===== config.mk =====
export PLATFORM = sky130hd
export DESIGN_NAME = lcd_scanline_mode_sequencer
export DESIGN_NICKNAME = d
export VERILOG_FILES = /design/src/rtl/lsms_pkg.sv /design/src/rtl/lcd_scanline_mode_sequencer.sv
export SDC_FILE = /design/constraint.sdc
export NUM_CORES = 1
export LEC_CHECK = 0
export ABC_AREA = 1
export BUFFER_PORTS_ARGS = -buffer_cell sky130_fd_sc_hd__buf_2
export CAP_MARGIN = 40
export CORE_AREA = 5 5 89 91
export CTS_CLUSTER_DIAMETER = 100
export DETAILED_ROUTE_END_ITERATION = 10
export DIE_AREA = 0 0 94 96
export PLACE_DENSITY_LB_ADDON = 0.15
export SLEW_MARGIN = 20
export SYNTH_ARGS = -nofsm -noshare
export SYNTH_HDL_FRONTEND = slang
export SYNTH_SLANG_ARGS = --single-unit

===== constraint.sdc =====
create_clock -name clk -period 9.6 [get_ports clk]
set_input_delay 0 -clock clk [delete_from_list [all_inputs] [get_ports clk]]
set_output_delay 0 -clock clk [all_outputs]
set_load 0.1 [all_outputs]

===== src/rtl/lsms_pkg.sv =====
`timescale 1ns / 1ps
// Package for the LCD scanline mode sequencer: timing thresholds, widths,
// the one-hot mode type and the mapping to status mode codes. No dependencies.
package lsms_pkg;

    // Field and state widths
    localparam int ELAPSED_W = 8;
    localparam int DOT_W     = 9;
    localparam int LINE_W    = 8;
    localparam int CODE_W    = 2;
    localparam int SUM_W     = DOT_W + 1;

    // Mode thresholds in cycles, and line counts
    localparam int SEARCH_CYCLES   = 80;
    localparam int TRANSFER_CYCLES = 172;
    localparam int HBLANK_CYCLES   = 204;
    localparam int LINE_CYCLES     = 456;
    localparam int VISIBLE_LINES   = 144;
    localparam int TOTAL_LINES     = 154;

    // Largest value that dot counter plus elapsed cycles can reach
    localparam int SUM_MAX = (1 << DOT_W) - 1 + (1 << ELAPSED_W) - 1;

    // Largest threshold; the kept dot count always stays below it
    localparam int THR_MAX_A = (SEARCH_CYCLES > TRANSFER_CYCLES) ?
                               SEARCH_CYCLES : TRANSFER_CYCLES;
    localparam int THR_MAX_B = (HBLANK_CYCLES > LINE_CYCLES) ?
                               HBLANK_CYCLES : LINE_CYCLES;
    localparam int THR_MAX   = (THR_MAX_A > THR_MAX_B) ? THR_MAX_A : THR_MAX_B;

    // Status mode codes
    localparam logic [CODE_W-1:0] CODE_HBLANK   = 2'd0;
    localparam logic [CODE_W-1:0] CODE_VBLANK   = 2'd1;
    localparam logic [CODE_W-1:0] CODE_SEARCH   = 2'd2;
    localparam logic [CODE_W-1:0] CODE_TRANSFER = 2'd3;

    typedef enum logic [3:0] {
        MODE_HBLANK   = 4'b0001,
        MODE_VBLANK   = 4'b0010,
        MODE_SEARCH   = 4'b0100,
        MODE_TRANSFER = 4'b1000
    } mode_t;

    function automatic logic [CODE_W-1:0] mode_code_of(input mode_t m);
        logic [CODE_W-1:0] code;
        case (m)
            MODE_HBLANK:   code = CODE_HBLANK;
            MODE_VBLANK:   code = CODE_VBLANK;
            MODE_SEARCH:   code = CODE_SEARCH;
            MODE_TRANSFER: code = CODE_TRANSFER;
            default:       code = CODE_SEARCH;
        endcase
        return code;
    endfunction

endpackage


===== src/rtl/lcd_scanline_mode_sequencer.sv =====
`timescale 1ns / 1ps
// A transfer accepted into the input register moves on to the result register,
// which drives the outputs, when the result slot is empty or being drained.
// Throughput: one item per cycle while the output side is not stalled; the mode,
// dot and line update is one short pass of add, constant compares and subtract
// between the two registers.
// Reset (rst_n low, asynchronous): mode goes to object search, dot count and
// line to zero, both pipeline slots empty.
module lcd_scanline_mode_sequencer
    import lsms_pkg::*;
(
    input  logic                 clk,
    input  logic                 rst_n,

    // Input channel: elapsed machine cycles
    input  logic                 in_valid,
    output logic                 in_stall,
    input  logic [ELAPSED_W-1:0] elapsed_cycles,

    // Output channel: status after each step
    output logic                 out_valid,
    input  logic                 out_stall,
    output logic [CODE_W-1:0]    mode_code,
    output logic [LINE_W-1:0]    current_line,
    output logic                 line_advanced
);

    // Number of multiples of each threshold that the sum can contain
    localparam int Q_SEARCH   = SUM_MAX / SEARCH_CYCLES;
    localparam int Q_TRANSFER = SUM_MAX / TRANSFER_CYCLES;
    localparam int Q_HBLANK   = SUM_MAX / HBLANK_CYCLES;
    localparam int Q_LINE     = SUM_MAX / LINE_CYCLES;

    // ------------------------------------------------------------------
    // Pipeline control
    // ------------------------------------------------------------------
    logic                 s1_valid_reg, s1_valid_next;
    logic [ELAPSED_W-1:0] elapsed_reg;
    logic                 out_valid_reg, out_valid_next;
    logic                 out_free;
    logic                 s1_move;
    logic                 in_take;

    // The result slot can take a new item when it is empty or being drained
    assign out_free = !out_valid_reg || !out_stall;
    // Move the input slot into the result slot whenever both allow it
    assign s1_move  = s1_valid_reg && out_free;
    // Hold off the sender only while the input slot is full and cannot drain
    assign in_stall = s1_valid_reg && !out_free;
    assign in_take  = in_valid && !in_stall;

    always_comb
    begin
        s1_valid_next  = s1_valid_reg;
        out_valid_next = out_valid_reg;
        if (s1_move || !s1_valid_reg)
        begin
            s1_valid_next = in_valid;
        end
        if (out_free)
        begin
            out_valid_next = s1_valid_reg;
        end
    end

    // ------------------------------------------------------------------
    // Timing state update
    // ------------------------------------------------------------------
    mode_t             mode_reg, mode_next;
    logic [DOT_W-1:0]  dot_reg, dot_next;
    logic [LINE_W-1:0] line_reg, line_next;
    logic              adv_next;

    logic [SUM_W-1:0]  sum;
    logic [SUM_W-1:0]  sub_search, sub_transfer, sub_hblank, sub_line;
    logic [SUM_W-1:0]  rem_search, rem_transfer, rem_hblank, rem_line;
    logic [LINE_W-1:0] line_inc;

    assign sum      = SUM_W'(dot_reg) + SUM_W'(elapsed_reg);
    assign line_inc = line_reg + LINE_W'(1);

    // Remainder by each constant threshold: find the largest multiple not
    // above the sum with a bank of independent compares, then subtract it.
    always_comb
    begin
        sub_search   = '0;
        sub_transfer = '0;
        sub_hblank   = '0;
        sub_line     = '0;
        for (int k = 1; k <= Q_SEARCH; k++)
        begin
            if (sum >= SUM_W'(k * SEARCH_CYCLES))
            begin
                sub_search = SUM_W'(k * SEARCH_CYCLES);
            end
        end
        for (int k = 1; k <= Q_TRANSFER; k++)
        begin
            if (sum >= SUM_W'(k * TRANSFER_CYCLES))
            begin
                sub_transfer = SUM_W'(k * TRANSFER_CYCLES);
            end
        end
        for (int k = 1; k <= Q_HBLANK; k++)
        begin
            if (sum >= SUM_W'(k * HBLANK_CYCLES))
            begin
                sub_hblank = SUM_W'(k * HBLANK_CYCLES);
            end
        end
        for (int k = 1; k <= Q_LINE; k++)
        begin
            if (sum >= SUM_W'(k * LINE_CYCLES))
            begin
                sub_line = SUM_W'(k * LINE_CYCLES);
            end
        end
    end

    assign rem_search   = sum - sub_search;
    assign rem_transfer = sum - sub_transfer;
    assign rem_hblank   = sum - sub_hblank;
    assign rem_line     = sum - sub_line;

    // At most one mode change per item; keep the sum modulo the crossed threshold
    always_comb
    begin
        mode_next = mode_reg;
        dot_next  = sum[DOT_W-1:0];
        line_next = line_reg;
        adv_next  = 1'b0;
        case (mode_reg)
            MODE_SEARCH:
            begin
                if (sum >= SUM_W'(SEARCH_CYCLES))
                begin
                    dot_next  = rem_search[DOT_W-1:0];
                    mode_next = MODE_TRANSFER;
                end
            end
            MODE_TRANSFER:
            begin
                if (sum >= SUM_W'(TRANSFER_CYCLES))
                begin
                    dot_next  = rem_transfer[DOT_W-1:0];
                    mode_next = MODE_HBLANK;
                end
            end
            MODE_HBLANK:
            begin
                if (sum >= SUM_W'(HBLANK_CYCLES))
                begin
                    dot_next  = rem_hblank[DOT_W-1:0];
                    line_next = line_inc;
                    adv_next  = 1'b1;
                    // Enter vertical blank right after the last visible line
                    mode_next = (line_inc == LINE_W'(VISIBLE_LINES)) ?
                                MODE_VBLANK : MODE_SEARCH;
                end
            end
            MODE_VBLANK:
            begin
                if (sum >= SUM_W'(LINE_CYCLES))
                begin
                    dot_next  = rem_line[DOT_W-1:0];
                    line_next = line_inc;
                    adv_next  = 1'b1;
                    // Wrap the line counter at the end of the frame
                    if (line_inc == LINE_W'(TOTAL_LINES))
                    begin
                        line_next = '0;
                        mode_next = MODE_SEARCH;
                    end
                end
            end
            default:
            begin
                mode_next = MODE_SEARCH;
            end
        endcase
    end

    // ------------------------------------------------------------------
    // Registers
    // ------------------------------------------------------------------
    logic [CODE_W-1:0] out_mode_reg;
    logic [LINE_W-1:0] out_line_reg;
    logic              out_adv_reg;

    always_ff @(posedge clk or negedge rst_n)
    begin
        if (!rst_n)
        begin
            s1_valid_reg  <= 1'b0;
            out_valid_reg <= 1'b0;
            mode_reg      <= MODE_SEARCH;
            dot_reg       <= '0;
            line_reg      <= '0;
        end
        else
        begin
            s1_valid_reg  <= s1_valid_next;
            out_valid_reg <= out_valid_next;
            // Advance the timing state only when an item moves to the result slot
            if (s1_move)
            begin
                mode_reg <= mode_next;
                dot_reg  <= dot_next;
                line_reg <= line_next;
            end
        end
    end

    always_ff @(posedge clk)
    begin
        if (in_take)
        begin
            elapsed_reg <= elapsed_cycles;
        end
        if (s1_move)
        begin
            out_mode_reg <= mode_code_of(mode_next);
            out_line_reg <= line_next;
            out_adv_reg  <= adv_next;
        end
    end

    assign out_valid     = out_valid_reg;
    assign mode_code     = out_mode_reg;
    assign current_line  = out_line_reg;
    assign line_advanced = out_adv_reg;

`ifndef NO_ASSERTIONS
    // A line step leaves the machine in object search or vertical blank
    a_adv_mode: assert property (@(posedge clk) disable iff (!rst_n)
        (out_valid && line_advanced) |->
        (mode_code == CODE_SEARCH || mode_code == CODE_VBLANK))
        else $error("line advanced into an unexpected mode");

    // The input side is held off only while its slot is occupied
    a_stall_full: assert property (@(posedge clk) disable iff (!rst_n)
        in_stall |-> s1_valid_reg)
        else $error("input stalled with an empty input slot");

    // The kept dot count stays below the largest threshold
    a_dot_range: assert property (@(posedge clk) disable iff (!rst_n)
        s1_move |=> (dot_reg < DOT_W'(THR_MAX)))
        else $error("dot count out of range");

    // A drained result slot with nothing behind it goes empty
    a_drain: assert property (@(posedge clk) disable iff (!rst_n)
        (out_valid && !out_stall && !s1_valid_reg) |=> !out_valid)
        else $error("result repeated after transfer");
`endif

endmodule


==> flow_metrics.tcl <==
set metrics [dict create \
    status "finished, final reports clean" \
    ant_nets 0 \
    die_y_um 96 \
    first_iter_violations 331 \
    yosys_register_bits 42 \
    grt.busiest_layer "met2" \
    die_w_um 94 \
    r2r_cells 26 \
    vias 3875 \
    setup_tns_ps 0 \
    finClkSkew_ps 6.05 \
    startpoint_type "flip-flop" \
    port_buffers 24 \
    via_per_inst 5.58 \
    die_area_sq_um 9020 \
    synthFlopType "dfrtp_1" \
    worst_pin_slew_ps 608 \
    rows 31 \
    grt_pass1_vias 3711 \
    io_pins 25 \
    worstSkewPairLatency_ps 290 \
    synth_cell_types 53 \
    area_growth_pct 10.0 \
    insertedDiodeCount 0 \
    worstHoldPathType "in2async" \
    setup_viol 0 \
    grt_usage 0.247 \
    syn_inst 559 \
    fin_nets 636 \
    cp.arrival_ps 4460 \
    hold_viol_final 0 \
    endpoint_kind "flip-flop" \
    layout-drive-gt1-share 0.168 \
    synth_edf_count 19 \
    gp_congestion 1.00 \
    dr.pass1.iters 4 \
    grt_max_degree 37 \
    cts_resized 0 \
    ys_warn_count 0 \
    grt_overflow_total 0 \
    cts_num_sinks 42 \
    clk_path_buf_depth 2 \
    yosys.area.top_type_share 0.141 \
    grt_pass1_wl_um 17500 \
    drc 0 \
    post_cts_buffers 0 \
    layout_min_cycle_time_ps 4270 \
    initial_core_util 0.573 \
    h-tree-depth 2 \
    fmax_mhz 234 \
    largest_reg_flops 9 \
    critPathKind "reg2reg" \
    async_flop_share 0.548 \
    drv_slew 0 \
    core-area_sq_um 7060 \
    yosys-top-cells-count "nand2_1 (142), inv_1 (66), nor2_1 (42), nand3_1 (39), o21ai_0 (30)" \
    numCtsBuffers 5 \
    met2_usage 0.403 \
    cp_max_fo 14 \
    wirelength_um 10400 \
    max-cap-violations 0 \
    synth_nets 601 \
    timing.slew.headroom 0.592 \
    cts_tree "built" \
    cts-hold-fix-buffers 11 \
    fin_crit_sh 0.445 \
    grt_util_met1 0.327 \
    antenna_found_initial 0 \
    dp_hpwl_um 8020 \
    synth_area_sq_um 4040 \
    synth_top_area_cell "edfxtp_1" \
    drt-wirelength-per-cell_um 15.0 \
    seq_area_frac_synth 0.284 \
    rsz0062_at_grt "false" \
    yosysMostFrequentCell "nand2_1" \
    synthTopCellsByArea "edfxtp_1 (14%), dfrtp_1 (14%), nand2_1 (13%)" \
    cts-root-buf "clkbuf_8" \
    use_met3 0.0274 \
    clk_pin_slew_ps 80 \
    syn_area_per_cell_sq_um 7.23 \
    critical_path_required_ps 9790 \
]
-- per-stage QoR --
| stage | util | cells | setup WS (ps) | hold slack (ps) | instance area [sq um] |
|---|---|---|---|---|---|
| 6_report | 0.630 | 694 | 5330 | 209 | 4450 |
| 5_1_grt | 0.630 | 694 | 5050 | 258 | 4450 |
| 4_1_cts | 0.630 | 694 | 5390 | 222 | 4450 |
| 3_5_place_dp | 0.602 | 675 | 5440 | 13.1 | 4250 |
| 3_3_place_gp | 0.600 | 674 | 5500 | 17.6 | 4230 |
| 2_1_floorplan | - | 559 | 5870 | -296 | 4040 |
-- logic make-up (layout without fill, tap and decap cells) --
family | count (synthesis) | after routing | share of synthesized area
flops | 42 | 42 | 0.284
compound gates | 94 | 94 | 0.138
buf+inv | 83 | 119 | 0.0879
xor+xnor | 15 | 15 | 0.0344
simple gates | 295 | 295 | 0.355
fa+ha+maj | 30 | 30 | 0.100
-- final timing paths --
| check | startpoint | endpoint | slack, ps |
|---|---|---|---|
| setup / recovery | dot_reg[0]$_DFFE_PN0P_ | dot_reg[8]$_DFFE_PN0P_ | 5330 |
| hold / removal | rst_n | line_reg[5]$_DFFE_PN0P_ | 210 |
| setup reg to reg | dot_reg[0]$_DFFE_PN0P_ | dot_reg[8]$_DFFE_PN0P_ | 5330 |
| hold reg to reg | dot_reg[0]$_DFFE_PN0P_ | dot_reg[0]$_DFFE_PN0P_ | 500 |
| max in group asynchronous | rst_n | mode_reg[2]$_DFFE_PN1P_ | 9020 |
| min in group clk | elapsed_cycles[1] | elapsed_reg[1]$_DFFE_PP_ | 410 |
-- routing by layer --
metal,part of all wire,routed length [um],up-vias
met4,0.042,441,0
met3,0.042,434,33
met5,0,0,-
met2,0.46,4800,107
li1,-,-,1934
met1,0.45,4700,1801
-- final cells by class --
| class | count | area, sq um |
|---|---|---|
| repair buffers | 36 | 250 |
| fillers | 671 | 2610 |
| flip-flops and latches | 42 | 1150 |
| clock buffers | 5 | 68.8 |
| multi-input cells | 434 | 2550 |
| well taps | 99 | 124 |
| clock inverters | 3 | 16.3 |
| inverters | 75 | 294 |
-- critical path, stage by stage (launching register included) --
cell and delay, ps:
dfrtp_1 390, ha_1 210, fa_1 420, nand3_1 120
nand3_1 90, nand2_1 110, nand3_1 90, nand2_2 260
nand2_2 110, inv_2 100, nand3_1 120, inv_1 100
o221ai_1 140, nand2_1 90, nand2_1 50, nand2_1 50
a21oi_1 50, or2_2 280, ha_1 210, fa_1 400
o21ai_0 230, xor2_1 180, nor3_1 60, nor2_1 100
nand3_1 90, nand2_1 70, nand2_1 50
-- cells in the final DEF, fill, tap and decap left out, drive strengths merged, types with 5 or more instances in the layout --
cell type    count
nor2            50
nand4            7
nand3           44
o21ai           40
edfxtp          19
inv             73
o22ai            5
xor2            14
a21oi           29
nor3            13
buf             25
clkbuf           5
nand2          174
dlygate4sd3     11
dfrtp           22
ha              26
Power is left out: the tool's default activity adds up to more than one toggle a clock period on the data nets, which glitch-free logic cannot reach.
